===== src/rtl/ult_pkg.sv =====
// Package with token types, codes and constants for the unit language tokenizer.
package ult_pkg;

  typedef enum logic [2:0] {
    M_IDLE,
    M_COMMENT,
    M_NAME,
    M_INT,
    M_DOT,
    M_FRAC,
    M_ERROR
  } mode_t;

  localparam logic [3:0] K_END    = 4'd0;
  localparam logic [3:0] K_NAME   = 4'd1;
  localparam logic [3:0] K_NUM    = 4'd2;
  localparam logic [3:0] K_DIM    = 4'd3;
  localparam logic [3:0] K_UNIT   = 4'd4;
  localparam logic [3:0] K_LET    = 4'd5;
  localparam logic [3:0] K_IN     = 4'd6;
  localparam logic [3:0] K_SEMI   = 4'd7;
  localparam logic [3:0] K_COLON  = 4'd8;
  localparam logic [3:0] K_COMMA  = 4'd9;
  localparam logic [3:0] K_EQ     = 4'd10;
  localparam logic [3:0] K_STAR   = 4'd11;
  localparam logic [3:0] K_SLASH  = 4'd12;
  localparam logic [3:0] K_LPAREN = 4'd13;
  localparam logic [3:0] K_RPAREN = 4'd14;
  localparam logic [3:0] K_ERR    = 4'd15;

  localparam logic OP_BYTE = 1'b0;
  localparam logic OP_END  = 1'b1;

  localparam logic [47:0] INT_MAX48   = 48'hFFFF_FFFF_FFFF;
  localparam logic [2:0]  FRAC_DIGITS = 3'd5;
  // Reciprocal of 3125 scaled by 2^40; exact floor for the padded fraction range.
  localparam logic [28:0] FRAC_RECIP  = 29'd351843721;

  localparam int FIFO_DEPTH = 4;

  typedef struct packed {
    logic [3:0]  kind;
    logic [15:0] line;
    logic [15:0] col;
    logic [15:0] offset;
    logic [15:0] len;
    logic [47:0] ip;
    logic [15:0] fp;
    logic        last;
  } token_t;

  typedef struct packed {
    logic [1:0] count;
    token_t     tok0;
    token_t     tok1;
  } push_t;

  function automatic logic [13:0] frac_weight(input logic [2:0] cnt);
    logic [13:0] w;
    case (cnt)
      3'd0: w = 14'd10000;
      3'd1: w = 14'd1000;
      3'd2: w = 14'd100;
      3'd3: w = 14'd10;
      3'd4: w = 14'd1;
      default: w = 14'd0;
    endcase
    return w;
  endfunction

  function automatic logic [3:0] symbol_kind(input logic [7:0] b);
    logic [3:0] k;
    case (b)
      8'h3B: k = K_SEMI;
      8'h3A: k = K_COLON;
      8'h2C: k = K_COMMA;
      8'h3D: k = K_EQ;
      8'h2A: k = K_STAR;
      8'h2F: k = K_SLASH;
      8'h28: k = K_LPAREN;
      8'h29: k = K_RPAREN;
      default: k = K_END;
    endcase
    return k;
  endfunction

endpackage


===== src/rtl/ult_lex_core.sv =====
// Lexer state registers and the per-beat token decision logic.
module ult_lex_core (
  input  logic               clk,
  input  logic               rst,
  input  logic               take,
  input  logic               opcode,
  input  logic [7:0]         text_byte,
  output ult_pkg::push_t     push
);

  ult_pkg::mode_t mode, mode_next;
  logic        held_slash, held_slash_next;
  logic [15:0] position, position_next;
  logic [15:0] cur_line, cur_line_next;
  logic [15:0] cur_col, cur_col_next;
  logic [15:0] tok_line, tok_line_next;
  logic [15:0] tok_col, tok_col_next;
  logic [15:0] tok_offset, tok_offset_next;
  logic [47:0] int_accum, int_accum_next;
  logic [16:0] frac_pad, frac_pad_next;
  logic [2:0]  frac_count, frac_count_next;
  logic [15:0] word_len, word_len_next;
  logic [31:0] word_prefix, word_prefix_next;

  logic        is_ws, is_sym, is_dig;
  logic [3:0]  sym;
  logic [3:0]  dval;
  logic [51:0] int_sum;
  logic [47:0] int_step;
  logic [45:0] frac_prod;
  logic [3:0]  name_kind;
  ult_pkg::token_t name_tok, num_tok, numf_tok, err_tok, slash_tok, sym_tok, end_tok;
  ult_pkg::token_t flush_tok;
  logic        flush_v, sl_v, sym_v;

  assign is_ws  = (text_byte == 8'h20) || (text_byte >= 8'h09 && text_byte <= 8'h0D);
  assign sym    = ult_pkg::symbol_kind(text_byte);
  assign is_sym = (sym != ult_pkg::K_END);
  assign is_dig = (text_byte >= 8'h30) && (text_byte <= 8'h39);
  assign dval   = text_byte[3:0];

  assign int_sum  = ({4'd0, int_accum} << 3) + ({4'd0, int_accum} << 1) + {48'd0, dval};
  assign int_step = (int_sum > {4'd0, ult_pkg::INT_MAX48}) ? ult_pkg::INT_MAX48
                                                           : int_sum[47:0];
  assign frac_prod = {29'd0, frac_pad} * {17'd0, ult_pkg::FRAC_RECIP};

  always_comb begin
    if (word_len == 16'd3 && word_prefix == 32'h0064696D) begin
      name_kind = ult_pkg::K_DIM;
    end else if (word_len == 16'd4 && word_prefix == 32'h756E6974) begin
      name_kind = ult_pkg::K_UNIT;
    end else if (word_len == 16'd3 && word_prefix == 32'h006C6574) begin
      name_kind = ult_pkg::K_LET;
    end else if (word_len == 16'd2 && word_prefix == 32'h0000696E) begin
      name_kind = ult_pkg::K_IN;
    end else begin
      name_kind = ult_pkg::K_NAME;
    end
  end

  always_comb begin
    err_tok = '0;
    err_tok.kind = ult_pkg::K_ERR;
    err_tok.line = tok_line;
    err_tok.col = tok_col;
    err_tok.offset = tok_offset;
    name_tok = err_tok;
    name_tok.kind = name_kind;
    name_tok.len = (name_kind == ult_pkg::K_NAME) ? word_len : 16'd0;
    num_tok = err_tok;
    num_tok.kind = ult_pkg::K_NUM;
    num_tok.ip = int_accum;
    numf_tok = num_tok;
    numf_tok.fp = frac_prod[44:29];
    slash_tok = err_tok;
    slash_tok.kind = ult_pkg::K_SLASH;
    sym_tok = '0;
    sym_tok.kind = sym;
    sym_tok.line = cur_line;
    sym_tok.col = cur_col;
    sym_tok.offset = position;
    end_tok = sym_tok;
    end_tok.kind = ult_pkg::K_END;
  end

  always_comb begin
    logic go_idle;
    mode_next = mode;
    held_slash_next = held_slash;
    position_next = position;
    cur_line_next = cur_line;
    cur_col_next = cur_col;
    tok_line_next = tok_line;
    tok_col_next = tok_col;
    tok_offset_next = tok_offset;
    int_accum_next = int_accum;
    frac_pad_next = frac_pad;
    frac_count_next = frac_count;
    word_len_next = word_len;
    word_prefix_next = word_prefix;
    flush_v = 1'b0;
    flush_tok = err_tok;
    sl_v = 1'b0;
    sym_v = 1'b0;
    go_idle = 1'b0;
    push = '0;

    if (opcode == ult_pkg::OP_END) begin
      case (mode)
        ult_pkg::M_NAME: begin
          flush_v = 1'b1;
          flush_tok = name_tok;
        end
        ult_pkg::M_INT: begin
          flush_v = 1'b1;
          flush_tok = num_tok;
        end
        ult_pkg::M_DOT: begin
          flush_v = 1'b1;
        end
        ult_pkg::M_FRAC: begin
          flush_v = 1'b1;
          flush_tok = numf_tok;
        end
        ult_pkg::M_IDLE: begin
          flush_v = held_slash;
          flush_tok = slash_tok;
        end
        default: begin
          flush_v = 1'b0;
        end
      endcase
      push.count = flush_v ? 2'd2 : 2'd1;
      push.tok0 = flush_v ? flush_tok : end_tok;
      push.tok1 = end_tok;
      mode_next = ult_pkg::M_IDLE;
      held_slash_next = 1'b0;
      position_next = '0;
      cur_line_next = 16'd1;
      cur_col_next = 16'd1;
      tok_line_next = 16'd1;
      tok_col_next = 16'd1;
      tok_offset_next = '0;
      int_accum_next = '0;
      frac_pad_next = '0;
      frac_count_next = '0;
      word_len_next = '0;
      word_prefix_next = '0;
    end else begin
      case (mode)
        ult_pkg::M_ERROR: begin
          go_idle = 1'b0;
        end
        ult_pkg::M_COMMENT: begin
          if (text_byte == 8'h0A) begin
            mode_next = ult_pkg::M_IDLE;
          end
        end
        ult_pkg::M_NAME: begin
          if (!is_ws && !is_sym) begin
            word_prefix_next = (word_len < 16'd4) ? {word_prefix[23:0], text_byte}
                                                  : 32'hFFFF_FFFF;
            if (word_len != 16'hFFFF) begin
              word_len_next = word_len + 16'd1;
            end
          end else begin
            flush_v = 1'b1;
            flush_tok = name_tok;
            go_idle = 1'b1;
          end
        end
        ult_pkg::M_INT: begin
          if (is_dig) begin
            int_accum_next = int_step;
          end else if (text_byte == 8'h2E) begin
            mode_next = ult_pkg::M_DOT;
          end else begin
            flush_v = 1'b1;
            flush_tok = num_tok;
            go_idle = 1'b1;
          end
        end
        ult_pkg::M_DOT: begin
          if (is_dig) begin
            mode_next = ult_pkg::M_FRAC;
            frac_pad_next = {13'd0, dval} * {3'd0, ult_pkg::frac_weight(3'd0)};
            frac_count_next = 3'd1;
          end else begin
            flush_v = 1'b1;
            mode_next = ult_pkg::M_ERROR;
          end
        end
        ult_pkg::M_FRAC: begin
          if (is_dig) begin
            if (frac_count < ult_pkg::FRAC_DIGITS) begin
              frac_pad_next = frac_pad
                            + {13'd0, dval} * {3'd0, ult_pkg::frac_weight(frac_count)};
              frac_count_next = frac_count + 3'd1;
            end
          end else begin
            flush_v = 1'b1;
            flush_tok = numf_tok;
            go_idle = 1'b1;
          end
        end
        default: begin
          go_idle = 1'b1;
        end
      endcase

      if (go_idle) begin
        mode_next = ult_pkg::M_IDLE;
        if (held_slash && text_byte == 8'h2F) begin
          held_slash_next = 1'b0;
          mode_next = ult_pkg::M_COMMENT;
        end else begin
          sl_v = held_slash;
          held_slash_next = 1'b0;
          if (is_ws) begin
            held_slash_next = 1'b0;
          end else if (sym == ult_pkg::K_SLASH) begin
            held_slash_next = 1'b1;
            tok_line_next = cur_line;
            tok_col_next = cur_col;
            tok_offset_next = position;
          end else if (is_sym) begin
            sym_v = 1'b1;
          end else begin
            tok_line_next = cur_line;
            tok_col_next = cur_col;
            tok_offset_next = position;
            if (is_dig) begin
              mode_next = ult_pkg::M_INT;
              int_accum_next = {44'd0, dval};
              frac_pad_next = '0;
              frac_count_next = '0;
            end else begin
              mode_next = ult_pkg::M_NAME;
              word_len_next = 16'd1;
              word_prefix_next = {24'd0, text_byte};
            end
          end
        end
      end

      push.count = 2'({1'b0, flush_v} + {1'b0, sl_v} + {1'b0, sym_v});
      push.tok0 = flush_v ? flush_tok : (sl_v ? slash_tok : sym_tok);
      push.tok1 = (flush_v && sl_v) ? slash_tok : sym_tok;

      if (text_byte == 8'h0A) begin
        if (cur_line != 16'hFFFF) begin
          cur_line_next = cur_line + 16'd1;
        end
        cur_col_next = 16'd1;
      end else if (cur_col != 16'hFFFF) begin
        cur_col_next = cur_col + 16'd1;
      end
      if (position != 16'hFFFF) begin
        position_next = position + 16'd1;
      end
    end

    push.tok0.last = (push.count == 2'd1);
    push.tok1.last = 1'b1;
  end

  always_ff @(posedge clk) begin
    if (rst) begin
      mode <= ult_pkg::M_IDLE;
      held_slash <= 1'b0;
      position <= '0;
      cur_line <= 16'd1;
      cur_col <= 16'd1;
      tok_line <= 16'd1;
      tok_col <= 16'd1;
      tok_offset <= '0;
      int_accum <= '0;
      frac_pad <= '0;
      frac_count <= '0;
      word_len <= '0;
      word_prefix <= '0;
    end else if (take) begin
      mode <= mode_next;
      held_slash <= held_slash_next;
      position <= position_next;
      cur_line <= cur_line_next;
      cur_col <= cur_col_next;
      tok_line <= tok_line_next;
      tok_col <= tok_col_next;
      tok_offset <= tok_offset_next;
      int_accum <= int_accum_next;
      frac_pad <= frac_pad_next;
      frac_count <= frac_count_next;
      word_len <= word_len_next;
      word_prefix <= word_prefix_next;
    end
  end

endmodule


===== src/rtl/ult_out_fifo.sv =====
// Result queue that takes up to two tokens per cycle and hands out one.
module ult_out_fifo (
  input  logic            clk,
  input  logic            rst,
  input  logic            wr,
  input  ult_pkg::push_t  push,
  input  logic            rd,
  output logic            not_empty,
  output logic            room2,
  output logic [2:0]      fill,
  output ult_pkg::token_t head
);

  ult_pkg::token_t mem [ult_pkg::FIFO_DEPTH];
  logic [1:0] wr_ptr, rd_ptr;
  logic [2:0] count;
  logic [1:0] n_in;

  assign n_in      = wr ? push.count : 2'd0;
  assign not_empty = (count != 3'd0);
  assign room2     = (count <= 3'd2);
  assign fill      = count;
  assign head      = mem[rd_ptr];

  always_ff @(posedge clk) begin
    if (n_in != 2'd0) begin
      mem[wr_ptr] <= push.tok0;
    end
    if (n_in == 2'd2) begin
      mem[wr_ptr + 2'd1] <= push.tok1;
    end
  end

  always_ff @(posedge clk) begin
    if (rst) begin
      wr_ptr <= '0;
      rd_ptr <= '0;
      count <= '0;
    end else begin
      wr_ptr <= wr_ptr + n_in;
      rd_ptr <= rd_ptr + {1'b0, rd};
      count <= count + {1'b0, n_in} - {2'b0, rd};
    end
  end

endmodule


===== src/rtl/unit_language_tokenizer_unit.sv =====
// Top level of the streaming tokenizer: lexer core and token queue.
//
//  channel  direction  handshake                   payload
//  byte     in         byte_valid / byte_stall     opcode, text_byte
//  token    out        token_valid / token_stall   token_kind .. last
//
// One byte beat is taken per cycle while byte_stall is low; its tokens enter the queue at
// the same edge. A beat yields zero to two tokens, and the token port gives out one per
// cycle while token_stall is low. byte_stall rises while the four-entry queue has fewer
// than two free slots. Reset returns the lexer to line 1, column 1 and empties the queue.
module unit_language_tokenizer_unit (
  input  logic        clk,
  input  logic        rst,
  input  logic        byte_valid,
  output logic        byte_stall,
  input  logic        opcode,
  input  logic [7:0]  text_byte,
  output logic        token_valid,
  input  logic        token_stall,
  output logic [3:0]  token_kind,
  output logic [15:0] start_line,
  output logic [15:0] start_col,
  output logic [15:0] start_offset,
  output logic [15:0] name_length,
  output logic [47:0] int_part,
  output logic [15:0] frac_part,
  output logic        last
);

  ult_pkg::push_t  push;
  ult_pkg::token_t head;
  logic take, room2, not_empty;
  logic [2:0] fill;

  assign byte_stall = !room2;
  assign take = byte_valid && room2;

  ult_lex_core u_core (
    .clk       (clk),
    .rst       (rst),
    .take      (take),
    .opcode    (opcode),
    .text_byte (text_byte),
    .push      (push)
  );

  ult_out_fifo u_fifo (
    .clk       (clk),
    .rst       (rst),
    .wr        (take),
    .push      (push),
    .rd        (not_empty && !token_stall),
    .not_empty (not_empty),
    .room2     (room2),
    .fill      (fill),
    .head      (head)
  );

  assign token_valid  = not_empty;
  assign token_kind   = head.kind;
  assign start_line   = head.line;
  assign start_col    = head.col;
  assign start_offset = head.offset;
  assign name_length  = head.len;
  assign int_part     = head.ip;
  assign frac_part    = head.fp;
  assign last         = head.last;

  a_fill_bound: assert property (@(posedge clk) disable iff (rst)
    fill <= 3'd4) else $error("token queue overflow");

  a_end_gives_token: assert property (@(posedge clk) disable iff (rst)
    take && opcode == ult_pkg::OP_END |=> token_valid)
    else $error("end of text produced no token");

  a_end_count: assert property (@(posedge clk) disable iff (rst)
    take && opcode == ult_pkg::OP_END |-> push.count != 2'd0)
    else $error("end of text beat pushed nothing");

endmodule

===== config.mk =====
export PLATFORM = sky130hd
export DESIGN_NAME = unit_language_tokenizer_unit
export DESIGN_NICKNAME = d
export VERILOG_FILES = /design/src/rtl/ult_pkg.sv /design/src/rtl/ult_lex_core.sv /design/src/rtl/ult_out_fifo.sv /design/src/rtl/unit_language_tokenizer_unit.sv
export SDC_FILE = /design/constraint.sdc
export NUM_CORES = 2
export LEC_CHECK = 0
export BUFFER_PORTS_ARGS = -buffer_cell sky130_fd_sc_hd__buf_4
export CAP_MARGIN = 15
export CORE_UTILIZATION = 40
export CTS_CLUSTER_DIAMETER = 40
export DETAILED_ROUTE_END_ITERATION = 8
export GPL_ROUTABILITY_DRIVEN = 0
export PLACE_DENSITY_LB_ADDON = 0.2
export SLEW_MARGIN = 20
export SYNTH_ARGS = -nofsm -noshare
export SYNTH_HDL_FRONTEND = slang
export SYNTH_SLANG_ARGS = --single-unit

===== constraint.sdc =====
create_clock -name clk -period 5.48 [get_ports clk]
set_input_delay 0.274 -clock clk [delete_from_list [all_inputs] [get_ports clk]]
set_output_delay 0.274 -clock clk [all_outputs]
set_load 0.01 [all_outputs]

# --- After elaboration in Yosys (flattened, before gate mapping) ---
# Memory sizes are Yosys's and may differ from the RTL's. A register that Yosys moved wholly into a read port is not among the register bits.
# Index checks and enable logic that the tools add are counted.
# W data, S select, Z words.
classes:
  mul: 3
  reduce_logical: 36
  n_addsub: 15
  eq_ne: 42
  n_div: 0
  muxes: 143
  bitwise_logic: 0
  order_cmp: 8
  shifts: 0
ops:
  columns: ["op", "count"]
  rows:
  - ["$mux W133", 8]
  - ["$mux W16", 37]
  - ["$pmux W133 S4", 1]
  - ["$mux W48", 10]
  - ["$pmux W133 S3", 1]
  - ["$mux W32", 10]
  - ["$mux W268", 1]
  - ["$mux W17", 10]
  - ["$eq A8 B6 Y1 const B", 10]
  - ["$pmux W14 S5", 1]
  - ["$add A16 B1 Y16 const B", 4]
  - ["$eq A32 B23 Y1 const B", 2]
  - ["$ne A16 B16 Y1 const B", 4]
  - ["$mux W3", 20]
  - ["$mux W14", 4]
  - ["$add A51 B49 Y52", 1]
  - ["$add A52 B4 Y52", 1]
  - ["$gt A52 B48 Y1 const B", 1]
  - ["$mul A17 B29 Y45 const B", 1]
  - ["$pmux W17 S2", 1]
  - ["$eq A16 B2 Y1 const B", 2]
  - ["$eq A32 B15 Y1 const B", 1]
  - ["$eq A32 B31 Y1 const B", 1]
  - ["$pmux W4 S8", 1]
  - ["52 further kinds", 114]
totals:
  latchBits: 0
  output_inout_bits: 135
  mem_bits_rw: 532
  ff_bits: 223
  input_bits: 13
  wordCells: 264
  memories: 1
  rom_bits: 0
mem_list:
  columns: ["name", "words", "word_bits", "rd", "rd_clocked_by_memory_dff", "wr", "line_no", "rtl"]
  rows:
  - ["u_fifo.mem", 4, 133, 1, 1, 2, "ult_out_fifo.sv:14", "ult_pkg::token_t mem [ult_pkg::FIFO_DEPTH];"]

# --- Depth between registers and ports, before layout ---
depth:
  word_depth: 18
  ltp_mapped: 23
  depth_no_buf: 23

# --- Cells and area by module ---
# From an unflattened synthesis, not the netlist that was laid out.
unflattened:
  hier_cells: 4259
  hier_area_um2: 51050.2
modules_own_cells:
  columns: ["module", "cells_per_inst", "seq_area_each_um2", "n_inst", "area_per_inst_um2"]
  rows:
  - ["ult_out_fifo", 1340, 16115.5, 1, 25872.3]
  - ["ult_lex_core", 2916, 4324.1, 1, 25154.1]
  - ["unit_language_tokenizer_unit", 3, 0.0, 1, 23.8]

# --- Worst setup path after synthesis ---
# OpenSTA, ideal clock, no wires.
synth_path:
  path_type: "reg-to-reg"
  startpoint: "register u_core.frac_pad[15]"
  endpoint: "memory u_fifo.mem[0][16] in the netlist's numbering"
  n_path_buf: 0
  setup_time_ns: 0.117
  synth_period_minus_slack_ns: 6.082
  t_arrival_ns: 5.965
  path_stages_with_launch: 22
  required_ns: 5.363
  path_slack_ns: -0.602
  cell_sequence: "dfxtp_1 -> inv_1 -> ha_1 -> fa_1 -> inv_1 -> fa_1 -> inv_1 -> fa_1 -> inv_1 -> fa_1 -> fa_1 -> ha_1 -> a211o_1 -> a311o_1 -> a221oi_1 -> a31oi_1 -> nand3_1 -> nand3b_1 -> a31o_2 -> a21oi_1 -> xnor2_1 -> a22o_1"
synth_rtl:
  columns: ["element", "line_no", "rtl"]
  rows:
  - ["from (decl)", "ult_lex_core.sv:20", "logic [16:0] frac_pad, frac_pad_next;"]
  - ["from (signal assigned)", "ult_lex_core.sv:292", "frac_pad <= frac_pad_next;"]
  - ["to (decl)", "ult_out_fifo.sv:14", null]

==> flow_summary.yaml <==
final_layout:
  fillers: 10300
  fin_cells: 6037
  design_area_um2: 52600
  drive_gt1_frac: 0.180
  n_antenna_cell: 0
  nNetsFinal: 4994
  area_growth_pct: 17.7
placement:
  post-place-ws_ps: -511
  port_buffers: 147
  place_area_um2: 48300
  dp_hpwl_um: 83800
  dp_cells: 5823
critical_path:
  cp_num_cells: 20
  reg2regPathDepth: 20
  arrival_ps: 6490
  end_kind: "flop"
  cp.required_ps: 6060
  crit_path_end: "u_fifo.mem[0][12]"
  crit_type: "flop to flop"
  rrSetupSlack_ps: -430
  slowest_delay_ps: 610
  crit_fanout: 4
  crit_top_cell: "fa_2"
  cp-startpoint: "u_core.frac_pad[6]"
  path_cells: "fa_2 > inv_2 > fa_1 > fa_1 > inv_2 > fa_2 > fa_2 > fa_2 > ha_4 > a211o_1 > a311o_1 > a221oi_4 > nand4_1 > nand3_2 > buf_4 > nand3_4 > buf_4 > a41oi_2 > xnor2_2 > a22o_1"
  cpMaxStageDelayCell: "fa_2"
  cp_num_buf_inv: 4
  r2r_end: "u_fifo.mem[0][12]"
  rr_startpoint: "u_core.frac_pad[6]"
  path_delay_family: "adder cells"
  start_kind: "flop"
cts:
  numCtsBuffers: 108
  cts_tree: "yes"
  clk_path_buf_depth: 3
  clk_latency_ps: 690
  cts_num_sinks: 755
  htreeDepth: 3
  root_buffer: "clkbuf_16"
  clk_pin_slew_ps: 60
global_route:
  grt_max_degree: 108
  grt_usage: 0.217
  grt_pass1_wl_um: 193000
  antenna_found_initial: 2
  first_global_vias: 33200
  overflow: 0
yosys:
  syn_inst: 4308
  yosysWarnings: 0
  syn_avg_cell_area_um2: 10.4
  synth_edf_count: 208
  synth_area_um2: 44700
  yosysTopAreaCellShare: 0.245
  async_reset_ff_frac: 0
  yosysUniqueCellTypes: 86
  synth_nets: 4843
  synth_ff_type: "dfxtp_1"
  synth_top_area_cell: "dfxtp_1"
  ys_seq_area_frac: 0.385
  synthTopCellsByArea: "dfxtp_1 25%, edfxtp_1 14%, ha_1 9.1%"
  ys_ff_latch: 755
  yosys.cell_count.top_type: "dfxtp_1"
  synthTopCellsByCount: "547 x dfxtp_1, 326 x ha_1, 320 x o21ai_0"
detailed_routing:
  dr_wl_met2_um: 59500
  first_pass_iters: 7
  ant_nets: 0
  wl_met1_um: 56600
  drc: 0
  drt_wl_total_um: 125000
  highest_layer: "met5"
  vias: 34000
  dr_wl_met3_um: 6700
  drt_iter0_markers: 2088
  routed_via_density: 5.62
  routedWlPerCell_um: 20.7
sta:
  fin_ws_ps: -428
  rsz0062_at_grt: "yes"
  report.final.slew_viol_count: 0
  fin_skew_ps: 34.0
  period_share: 1.08
  setup_viol: 56
  max_slew_margin: 0.277
  hold_viol: 0
  fmax_mhz: 169
  period_minus_slack_ps: 5910
  tightest_slew_ps: 1080
die:
  die_area_um2: 113000
  start_util: 0.404
  die_h_um: 336
  ios: 148
  core_area_um2: 111000
  die_x_um: 336
  rows: 122
status:
  violations: "negative setup slack"
  status: "finished with violations"
min_path:
  hp-class: "primary input to flop"
power_and_ir_drop:
  finalPower_mw: 15.2
  power_density_nw_per_um2: 289
  ir_worst_vdd_mv: 0.237
  leakage_nw: 21.8
run:
  cap_violations: 0
## routing by layer
layer	global-route usage	vias to the layer above
met3	0.0328	146
li1	-	16200
met4	0.0499	4
met5	0	-
met1	0.297	16800
met2	0.360	806
## worst register-to-register path: cells and delay by family (launching register included)
family | cells | cell delay, ps
compound gates | 5 | 1220
fa+ha+maj | 7 | 3230
buf+inv | 4 | 380
flops | 1 | 350
xor+xnor | 1 | 120
simple gates | 3 | 500
## stage by stage
stage               hold WS, ps   util  TNS (ps)
finish                     40.9  0.475    -16790
floorplan                   432      -     -1080
global placement            444  0.437    -17320
CTS                        1.41  0.472    -18040
global route               49.3  0.475    -27070
detailed placement          449  0.437    -21900
## kinds of logic after synthesis
| group | Yosys count | share of synthesized area |
|---|---|---|
| AOI/OAI and AO/OA | 1190 | 0.185 |
| xor gates and xnor gates | 118 | 0.0231 |
| adders and majority gates | 522 | 0.179 |
| buffers and inverters | 602 | 0.0535 |
| DFF | 755 | 0.385 |
| muxes | 140 | 0.0687 |
| and+or+nand+nor | 981 | 0.106 |
## cells in the final DEF (no fill, tap or decap), types with 16 or more instances in the layout
master	synthesis	layout
fa_1	196	190
nor2_1	218	217
o22ai_1	22	22
nand4_1	35	35
nor2b_1	22	21
o211ai_1	16	16
a21o_1	55	55
a211oi_1	24	23
xnor2_1	61	55
ha_1	326	311
and3_1	38	38
o21ai_0	320	313
nand2_1	234	223
a21oi_1	199	190
xor2_1	57	50
a22oi_1	60	60
buf_12	0	24
nand2b_1	32	32
edfxtp_1	208	208
dfxtp_1	547	536
a221o_1	30	30
a31oi_1	20	19
nor3_1	39	37
nand3_1	259	255
clkbuf_16	0	116
or3_1	18	18
buf_4	5	327
or2_2	20	20
mux4_2	133	133
a22o_1	312	312
inv_1	282	275
## what timing repair did
| action | CTS | global route |
|---|---|---|
| pin swaps | 11 | 20 |
| gates resized for setup | 22 | 54 |
| hold buffers | 4 | 0 |
| endpoints found under the hold margin | 5 | 0 |
| setup endpoints to repair | 60 | 69 |
| setup buffers | 1 | 10 |
## cell type report
| type | instances | area [um2] | share of cell area |
|---|---|---|---|
| Timing Repair Buffer | 360 | 3040 | 0.0577 |
| Sequential cell | 755 | 17200 | 0.328 |
| Inverter | 283 | 1060 | 0.0202 |
| Clock buffer | 137 | 3090 | 0.0588 |
| Clock inverter | 63 | 601 | 0.0114 |
| Multi-Input combinational cell | 2951 | 25700 | 0.489 |
| Tap cell | 1488 | 1860 | 0.0354 |
## worst min path at each step
stage	startpoint	to	slack [ps]	depth (start not counted)
5_1_grt	text_byte[0]	u_core.int_accum[0]	50	3
3_5_place_dp	u_core.word_prefix[25]	u_core.word_prefix[25]	450	2
2_1_floorplan	u_core.word_prefix[31]	u_core.word_prefix[31]	430	2
3_3_place_gp	u_core.word_prefix[27]	u_core.word_prefix[27]	440	2
4_1_cts	text_byte[0]	u_core.int_accum[0]	1	3
6_report	text_byte[0]	u_core.int_accum[0]	40	3
## flip-flops by register name (all words and copies together), names as in the netlist, 17 cells and up
register            flops
u_core.frac_pad        17
u_fifo.mem            532
u_core.word_prefix     32
u_core.int_accum       48
## power by group
part / switching, mW / internal (mW) / leakage, nW / total (mW)
Sequential: 0.156 / 5.86 / 6.24 / 6.01
Clock: 2.74 / 4.24 / 1.80 / 6.98
Combinational: 1.31 / 0.908 / 13.8 / 2.22
Total: 4.20 / 11.0 / 21.8 / 15.2
No activity file was read; power rests on OpenSTA's default activity.
